**config.mk**
```make
export PLATFORM = sky130hd
export DESIGN_NAME = printf_spec_parser
export DESIGN_NICKNAME = d
export VERILOG_FILES = /design/src/hdl/pfsp_pkg.sv /design/src/hdl/printf_spec_parser.sv
export SDC_FILE = /design/constraint.sdc
export NUM_CORES = 1
export LEC_CHECK = 0
export ABC_AREA = 1
export BUFFER_PORTS_ARGS = -buffer_cell sky130_fd_sc_hd__buf_4
export CAP_MARGIN = 10
export CORE_MARGIN = 4
export CORE_UTILIZATION = 25
export CTS_CLUSTER_SIZE = 12
export DETAILED_ROUTE_END_ITERATION = 10
export GPL_TIMING_DRIVEN = 0
export MAX_ROUTING_LAYER = met4
export PLACE_DENSITY_LB_ADDON = 0.05
export SLEW_MARGIN = 20
export SYNTH_ARGS = -nofsm -noshare
export SYNTH_HDL_FRONTEND = slang
export SYNTH_SLANG_ARGS = --single-unit
```
**constraint.sdc**
```tcl
create_clock -name clk -period 6.5 [get_ports clk]
set_clock_uncertainty 0.2 [all_clocks]
set_input_delay 0.65 -clock clk [delete_from_list [all_inputs] [get_ports clk]]
set_output_delay 0.65 -clock clk [all_outputs]
set_load 0.05 [all_outputs]
```
**src/hdl/pfsp_pkg.sv**
```systemverilog
// Package for the printf conversion specifier parser.
// Character codes, mask bit positions, parser phase codes and the digit accumulate helper.
// No dependencies.
package pfsp_pkg;

	typedef logic        [7:0]  char_t;
	typedef logic        [5:0]  mask6_t;
	typedef logic signed [31:0] word_t;
	typedef logic        [30:0] uval_t;

	localparam uval_t INT31_MAX = 31'h7FFF_FFFF;

	// characters the parser reacts to
	localparam char_t CH_NUL   = 8'h00;
	localparam char_t CH_SPACE = 8'h20;
	localparam char_t CH_HASH  = 8'h23;
	localparam char_t CH_PLUS  = 8'h2B;
	localparam char_t CH_MINUS = 8'h2D;
	localparam char_t CH_DOT   = 8'h2E;
	localparam char_t CH_ZERO  = 8'h30;
	localparam char_t CH_ONE   = 8'h31;
	localparam char_t CH_NINE  = 8'h39;
	localparam char_t CH_UC_C  = 8'h43;
	localparam char_t CH_UC_D  = 8'h44;
	localparam char_t CH_UC_O  = 8'h4F;
	localparam char_t CH_UC_S  = 8'h53;
	localparam char_t CH_UC_U  = 8'h55;
	localparam char_t CH_C     = 8'h63;
	localparam char_t CH_D     = 8'h64;
	localparam char_t CH_H     = 8'h68;
	localparam char_t CH_I     = 8'h69;
	localparam char_t CH_J     = 8'h6A;
	localparam char_t CH_L     = 8'h6C;
	localparam char_t CH_P     = 8'h70;
	localparam char_t CH_S     = 8'h73;
	localparam char_t CH_Z     = 8'h7A;
	localparam char_t CASE_OFS = 8'h20;

	// flag mask bits
	localparam int FL_ALT   = 0;
	localparam int FL_ZERO  = 1;
	localparam int FL_MINUS = 2;
	localparam int FL_DOT   = 3;
	localparam int FL_SPACE = 4;
	localparam int FL_PLUS  = 5;

	// length mask bits
	localparam int LN_HH = 0;
	localparam int LN_H  = 1;
	localparam int LN_L  = 2;
	localparam int LN_LL = 3;
	localparam int LN_J  = 4;
	localparam int LN_Z  = 5;

	// digit run phase
	localparam logic [1:0] PH_IDLE  = 2'd0;
	localparam logic [1:0] PH_WIDTH = 2'd1;
	localparam logic [1:0] PH_PREC  = 2'd2;

	// pending size mark
	localparam logic [1:0] PEND_NONE = 2'd0;
	localparam logic [1:0] PEND_H    = 2'd1;
	localparam logic [1:0] PEND_L    = 2'd2;

	localparam logic [7:0] CNT_MAX = 8'd255;

	// acc*10 + d, saturated to 2^31-1 (shift-add, no multiplier)
	function automatic uval_t add_digit(input uval_t acc, input logic [3:0] d);
		logic [34:0] sum;
		sum = {1'b0, acc, 3'b000} + {3'b000, acc, 1'b0} + {31'd0, d};
		if (sum > {4'd0, INT31_MAX})
			return INT31_MAX;
		return sum[30:0];
	endfunction

	function automatic logic [7:0] sat_inc(input logic [7:0] v);
		return (v == CNT_MAX) ? v : v + 8'd1;
	endfunction

endpackage

```
**src/hdl/printf_spec_parser.sv**
```systemverilog
// Top level of the printf conversion specifier parser.
// Input register, per-character parse update and the descriptor output register.
// Depends on pfsp_pkg.
//
// Usage:
//   Characters of a format string, starting after the percent sign, arrive on
//   the item channel (item_valid/item_ready, payload ch and first). Setting
//   first clears the parse state before that character is applied. Each
//   transfer is one character; a NUL or a character outside "#0-. +hljz" and
//   not part of a digit run ends the specifier and yields one descriptor on
//   the desc channel (desc_valid/desc_ready). Other characters yield nothing.
//   Throughput: one character per cycle, sustained while no ending character
//   waits on a full descriptor register, including the character that ends
//   a specifier. Path: a transfer lands in the input register when accepted;
//   from there it is applied to the parse state and, when it ends the specifier,
//   loads the descriptor register, which drives desc_valid.
//   When the receiver stalls, the descriptor waits in its register and the
//   input register keeps taking characters that produce no descriptor; a
//   second ending character holds in the input register until the first
//   descriptor is taken. Reset (arst_n low) empties both registers and
//   returns the parse state to its initial values (precision -1, count 1).
module printf_spec_parser (
	input  logic                clk,
	input  logic                arst_n,
	input  logic                item_valid,
	output logic                item_ready,
	input  pfsp_pkg::char_t     ch,
	input  logic                first,
	output logic                desc_valid,
	input  logic                desc_ready,
	output pfsp_pkg::char_t     conversion,
	output pfsp_pkg::mask6_t    flag_mask,
	output pfsp_pkg::mask6_t    length_mask,
	output pfsp_pkg::word_t     field_width,
	output pfsp_pkg::word_t     precision_out,
	output logic [7:0]          consumed,
	output logic                ended_early
);
	import pfsp_pkg::*;

	// input register
	logic  valid_s1;
	char_t ch_s1;
	logic  first_s1;

	// parse state
	mask6_t     flag_q, len_q;
	uval_t      width_q;
	word_t      prec_q;
	logic [1:0] phase_q, pend_q;
	logic       pdot_q;
	logic [7:0] cnt_q;

	// descriptor register
	logic       out_valid_q;
	char_t      conv_q;
	mask6_t     fmask_q, lmask_q;
	word_t      fwidth_q, prec_out_q;
	logic [7:0] consumed_q;
	logic       early_q;

	// next state and result
	mask6_t     flag_d, len_d;
	uval_t      width_d;
	word_t      prec_d;
	logic [1:0] phase_d, pend_d;
	logic       pdot_d;
	logic [7:0] cnt_d;
	logic       emit;
	char_t      r_conv;
	mask6_t     r_flags, r_len;
	word_t      r_width;
	logic [7:0] r_cnt;

	logic out_free, s1_go;

	assign out_free   = !out_valid_q || desc_ready;
	// the staged character moves on unless it ends a spec and the descriptor slot is full and not being taken
	assign s1_go      = valid_s1 && (!emit || out_free);
	assign item_ready = !valid_s1 || s1_go;

	always_comb begin
		mask6_t      f, l;
		uval_t       w;
		word_t       p;
		logic [1:0]  ph, pd;
		logic        dt;
		logic [7:0]  cn;
		logic        done;
		logic        in_set;
		logic [33:0] wsum;
		char_t       c;

		c  = ch_s1;
		f  = first_s1 ? '0 : flag_q;
		l  = first_s1 ? '0 : len_q;
		w  = first_s1 ? '0 : width_q;
		p  = first_s1 ? -32'sd1 : prec_q;
		ph = first_s1 ? PH_IDLE : phase_q;
		pd = first_s1 ? PEND_NONE : pend_q;
		dt = first_s1 ? 1'b0 : pdot_q;
		cn = first_s1 ? 8'd1 : cnt_q;

		done = 1'b0;
		emit = 1'b0;
		in_set = c inside {CH_HASH, CH_ZERO, CH_MINUS, CH_DOT, CH_SPACE, CH_PLUS,
		                   CH_H, CH_L, CH_J, CH_Z};

		// a waiting h or l either pairs with this character or is set alone
		if (pd != PEND_NONE) begin
			if (c inside {CH_H, CH_L}) begin
				if (pd == PEND_H)
					l[LN_HH] = 1'b1;
				else
					l[LN_LL] = 1'b1;
				dt   = 1'b0;
				done = 1'b1;
			end else if (pd == PEND_H) begin
				l[LN_H] = 1'b1;
			end else begin
				l[LN_L] = 1'b1;
			end
			pd = PEND_NONE;
		end

		if (!done && ph != PH_IDLE) begin
			if (c inside {[CH_ZERO:CH_NINE]}) begin
				if (ph == PH_WIDTH)
					w = add_digit(w, c[3:0]);
				else
					p = {1'b0, add_digit(p[30:0], c[3:0])};
				dt   = 1'b0;
				done = 1'b1;
			end else begin
				ph = PH_IDLE;
			end
		end

		if (!done && (c inside {[CH_ONE:CH_NINE]})) begin
			if (p[31] && !dt) begin
				ph = PH_WIDTH;
				w  = {27'd0, c[3:0]};
			end else begin
				ph = PH_PREC;
				p  = {28'd0, c[3:0]};
			end
			dt   = 1'b0;
			done = 1'b1;
		end

		if (!done) begin
			if (c == CH_NUL || !in_set) begin
				emit = 1'b1;
			end else begin
				case (c)
					CH_HASH:  f[FL_ALT]   = 1'b1;
					CH_ZERO:  f[FL_ZERO]  = 1'b1;
					CH_MINUS: f[FL_MINUS] = 1'b1;
					CH_DOT:   f[FL_DOT]   = 1'b1;
					CH_SPACE: f[FL_SPACE] = 1'b1;
					CH_PLUS:  f[FL_PLUS]  = 1'b1;
					CH_H:     pd = PEND_H;
					CH_L:     pd = PEND_L;
					CH_J:     l[LN_J] = 1'b1;
					default:  l[LN_Z] = 1'b1;
				endcase
				dt = (c == CH_DOT);
			end
		end

		// descriptor: flag conflicts, then conversion normalization
		r_width = {1'b0, w};
		r_flags = f;
		r_len   = l;
		if (&f) begin
			r_flags[FL_DOT] = 1'b0;
			// range is -4 .. 2^32-5, only the top needs a clamp
			wsum = {3'b000, w} + {{2{p[31]}}, p} - 34'sd3;
			if ($signed(wsum) > $signed({3'b000, INT31_MAX}))
				r_width = {1'b0, INT31_MAX};
			else
				r_width = wsum[31:0];
		end
		if (r_flags[FL_PLUS] && r_flags[FL_SPACE])
			r_flags[FL_SPACE] = 1'b0;
		if (r_flags[FL_ZERO] && (r_flags[FL_DOT] || r_flags[FL_MINUS]))
			r_flags[FL_ZERO] = 1'b0;

		r_conv = c;
		if (c == CH_I)
			r_conv = CH_D;
		else if (l[LN_L] && c == CH_C)
			r_conv = CH_UC_C;
		else if (l[LN_L] && c == CH_S)
			r_conv = CH_UC_S;
		else if (c inside {CH_UC_U, CH_UC_D, CH_UC_O}) begin
			r_len[LN_L] = 1'b1;
			r_conv      = c + CASE_OFS;
		end
		if (c == CH_P)
			r_flags[FL_ALT] = 1'b1;
		r_cnt = (c != CH_NUL) ? sat_inc(cn) : cn;

		// an ending character resets the parse state; every other character counts once, saturating at 255
		if (emit) begin
			flag_d  = '0;
			len_d   = '0;
			width_d = '0;
			prec_d  = -32'sd1;
			phase_d = PH_IDLE;
			pend_d  = PEND_NONE;
			pdot_d  = 1'b0;
			cnt_d   = 8'd1;
		end else begin
			flag_d  = f;
			len_d   = l;
			width_d = w;
			prec_d  = p;
			phase_d = ph;
			pend_d  = pd;
			pdot_d  = dt;
			cnt_d   = sat_inc(cn);
		end
	end

	always_ff @(posedge clk or negedge arst_n) begin
		if (!arst_n) begin
			valid_s1 <= 1'b0;
		end else if (item_ready) begin
			valid_s1 <= item_valid;
		end
	end

	always_ff @(posedge clk) begin
		if (item_ready && item_valid) begin
			ch_s1    <= ch;
			first_s1 <= first;
		end
	end

	always_ff @(posedge clk or negedge arst_n) begin
		if (!arst_n) begin
			flag_q  <= '0;
			len_q   <= '0;
			width_q <= '0;
			prec_q  <= -32'sd1;
			phase_q <= PH_IDLE;
			pend_q  <= PEND_NONE;
			pdot_q  <= 1'b0;
			cnt_q   <= 8'd1;
		end else if (s1_go) begin
			flag_q  <= flag_d;
			len_q   <= len_d;
			width_q <= width_d;
			prec_q  <= prec_d;
			phase_q <= phase_d;
			pend_q  <= pend_d;
			pdot_q  <= pdot_d;
			cnt_q   <= cnt_d;
		end
	end

	always_ff @(posedge clk or negedge arst_n) begin
		if (!arst_n) begin
			out_valid_q <= 1'b0;
		end else if (s1_go && emit) begin
			out_valid_q <= 1'b1;
		end else if (desc_ready) begin
			out_valid_q <= 1'b0;
		end
	end

	always_ff @(posedge clk) begin
		if (s1_go && emit) begin
			conv_q     <= r_conv;
			fmask_q    <= r_flags;
			lmask_q    <= r_len;
			fwidth_q   <= r_width;
			// an ending character never touches the precision
			prec_out_q <= first_s1 ? -32'sd1 : prec_q;
			consumed_q <= r_cnt;
			early_q    <= (ch_s1 == CH_NUL);
		end
	end

	assign desc_valid    = out_valid_q;
	assign conversion    = conv_q;
	assign flag_mask     = fmask_q;
	assign length_mask   = lmask_q;
	assign field_width   = fwidth_q;
	assign precision_out = prec_out_q;
	assign consumed      = consumed_q;
	assign ended_early   = early_q;

endmodule

```
==> results.sh <==
export IMPL_slowest_stage="fa_2"
export IMPL_critical_path_buf_inv_count=8
export IMPL_totalPowerFinal_mw=3.19
export IMPL_track_usage=0.188
export IMPL_ys_warn_count=0
export IMPL_fmax_mhz=159
export IMPL_grt_max_degree=91
export IMPL_grt_pass1_vias=16200
export IMPL_swShare=0.348
export IMPL_worst_pin_slew_ps=1030
export IMPL_rows=96
export IMPL_grt_antenna_before_repair=1
export IMPL_p_switching_mw=1.11
export IMPL_seq_area_frac_synth=0.310
export IMPL_final_common_cell="nand2_1"
export IMPL_vdd_drop_max_uv=169
export IMPL_synth_net_count=2676
export IMPL_die_w_um=271
export IMPL_power_density_mw_per_mm2=141
export IMPL_clkSinkCount=192
export IMPL_vias=16800
export IMPL_fin_ws_ps=223
export IMPL_setup_violations=0
export IMPL_totalWireLength_mm=69.6
export IMPL_r2r_slack_ps=220
export IMPL_place_area_sq_mm=0.0192
export IMPL_grt_pass1_wl_mm=102
export IMPL_p_comb_frac=0.216
export IMPL_slowest_delay_ps=570
export IMPL_yosys_top_cells_area="edfxtp_1, nand2_1, ha_1, dfrtp_1, inv_1"
export IMPL_clk_latency_ps=510
export IMPL_rr_endpoint="field_width[27]$_DFFE_PP_"
export IMPL_synth_edff_count=102
export IMPL_synth_cells=2473
export IMPL_p_seq_frac=0.432
export IMPL_synth_top_area_frac=0.178
export IMPL_antenna_cells=0
export IMPL_status="finished, final reports clean"
export IMPL_async_flop_share=0.469
export IMPL_max_cap_violations=0
export IMPL_fin_cells=3568
export IMPL_p_leak_nw=10.8
export IMPL_dieArea_sq_mm=0.0733
export IMPL_clkTransAtPathRegs_ps=80
export IMPL_postLayoutCellArea_sq_mm=0.0227
export IMPL_fin_crit_ps=6280
export IMPL_layout_drive_gt1_share=0.254
export IMPL_clockRootBuffer="clkbuf_16"
export IMPL_cts_buffer_depth=2
export IMPL_drtIter0Drc=1102
export IMPL_routed_via_density=4.72
export IMPL_gp_congestion=0.884
export IMPL_wl_per_cell_um=19.5
export IMPL_overflow=0
export IMPL_slew_violations=0
export IMPL_core_sq_mm=0.0685
export IMPL_fillers=7441
export IMPL_power_frac_clock=0.352
export IMPL_die_h_um=271
export IMPL_drtPass1Iterations=5
export IMPL_route_detailed_drc=0
export IMPL_antenna_left=0
export IMPL_p_int_mw=2.08
export IMPL_utilization=0.332
export IMPL_end_kind="register"
export IMPL_nets=2876
export IMPL_relSlewSlack=0.311
export IMPL_timing_rr_start="first_s1$_DFFE_PP_"
export IMPL_crit_arrival_ps=6340
export IMPL_final_hold_violation_count=0
export IMPL_reg2reg_depth=39
export IMPL_critPathTopFamily="simple AND/OR/NAND/NOR gates"
export IMPL_synth_seq_cells=192
export IMPL_pre_cts_ws_ps=-2850
export IMPL_finalCritPeriodShare=0.966
export IMPL_setup_tns_ps=0
export IMPL_yosys_area_top_type="edfxtp_1"
export IMPL_hp_class="input pin to asynchronous set/reset pin"
export IMPL_portBuffers=107
export IMPL_area_growth_syn_to_layout_pct=31.6
export IMPL_syn_area_sq_mm=0.0173
export IMPL_critical_path_peak_fanout=8
export IMPL_synth_distinct_cells=51
export IMPL_h_tree_depth=4
export IMPL_ioPinCount=108
export IMPL_ys_flop_type="edfxtp_1"
export IMPL_start_util=0.252
export IMPL_dp_cells=3463
export IMPL_post_dp_hpwl_mm=54.6
export IMPL_cts_tree="built"
export IMPL_final_cell_mix="nand2_1, inv_1, nor2_1"
export IMPL_start_kind="register"
export IMPL_crit_required_ps=6560
export IMPL_syn_area_per_cell_sq_um=6.98
export IMPL_critPathKind="register to register"
export IMPL_hold_slack_ps=60.1
export IMPL_cts_inserted_buffers=17
## final cells by class
cell class / count / area [sq um] / share of cell area
timing repair inverter: 1 / 8.76 / 0.000386
buffer: 69 / 515 / 0.0227
timing repair buffer: 182 / 1510 / 0.0667
inverter: 390 / 1500 / 0.0662
clock inverter: 14 / 145 / 0.00639
sequential: 192 / 5360 / 0.236
clock buffer: 18 / 439 / 0.0193
tap: 882 / 1100 / 0.0486
multi-input combinational: 1820 / 12100 / 0.534
## flip-flops by register name, summed over array words and instances (netlist names), 2 cells and up
signal / flops
field_width: 32
prec_q: 32
precision_out: 32
width_q: 31
ch_s1: 8
cnt_q: 8
consumed: 8
conversion: 8
flag_mask: 6
flag_q: 6
len_q: 6
length_mask: 6
pend_q: 2
phase_q: 2
## worst max-delay path by stage
stage | start | endpoint | slack (ps) | cells after the start
global route | first_s1$_DFFE_PP_ | field_width[14]$_DFFE_PP_ | -60 | 43
global placement | first_s1$_DFFE_PP_ | field_width[8]$_DFFE_PP_ | -2880 | 39
floorplan | first_s1$_DFFE_PP_ | field_width[27]$_DFFE_PP_ | 450 | 39
detailed placement | first_s1$_DFFE_PP_ | field_width[8]$_DFFE_PP_ | -2850 | 39
CTS | first_s1$_DFFE_PP_ | field_width[28]$_DFFE_PP_ | 3 | 43
finish | first_s1$_DFFE_PP_ | field_width[27]$_DFFE_PP_ | 220 | 39
## worst register-to-register path: cells and delay by family, from the launching register on
kind | cells | cell delay, ps
compound gates | 2 | 280
buf+inv | 8 | 1140
simple gates | 24 | 2250
fa+ha+maj | 5 | 1680
flops | 1 | 460
## cells by family (layout without fill, tap and decap cells)
logic type               after synthesis  after routing  share of synthesized area
adder cells (fa/ha/maj)              190            190                      0.140
flip-flops                           192            192                      0.310
XOR/XNOR                              72             72                     0.0366
AO/OA/AOI/OAI                        382            382                      0.129
AND/OR/NAND/NOR                     1176           1176                      0.280
buffers and inverters                461            674                      0.104
## repair_timing
action / 4_1_cts / 5_1_grt
setup endpoints to repair: 32 / 32
cloned: 0 / 6
buffers inserted: 23 / 46
hold buffers: 0 / 0
pin swaps: 19 / 88
resized for setup: 206 / 321
## routing by layer
metal,share of wire,vias up,track usage
li1,-,8477,-
met1,0.49,8025,0.260
met2,0.46,292,0.293
met3,0.036,39,0.0244
met4,0.014,0,0.0422
met5,0,-,-
## Yosys cell counts, types with 5 or more instances
cell type,instances
nor2_4,6
a21o_1,10
nand2_2,6
edfxtp_1,102
ha_1,186
clkbuf_1,35
nor4_1,5
inv_2,11
nor3_1,22
xnor2_1,40
or2_2,9
dfstp_2,33
nand2_1,747
nand3_1,101
xor2_1,32
o21ai_0,71
nand3b_1,5
inv_1,378
o21bai_1,15
buf_2,25
o22ai_1,14
o2111ai_1,28
o21ai_1,24
nand4_1,36
o31ai_1,9
nor2_1,227
a21oi_1,169
dfrtp_1,57
o211ai_1,24
## power by group through the flow
stage               sequential, mW  combinational (mW)  clock [mW]
floorplan                     1.55               0.217           0
global placement              1.41               0.576           0
detailed placement            1.40               0.588           0
CTS                           1.38               0.632        1.17
global route                  1.38               0.735        1.20
finish                        1.38               0.691        1.12
(Power assumes the default switching activity.)
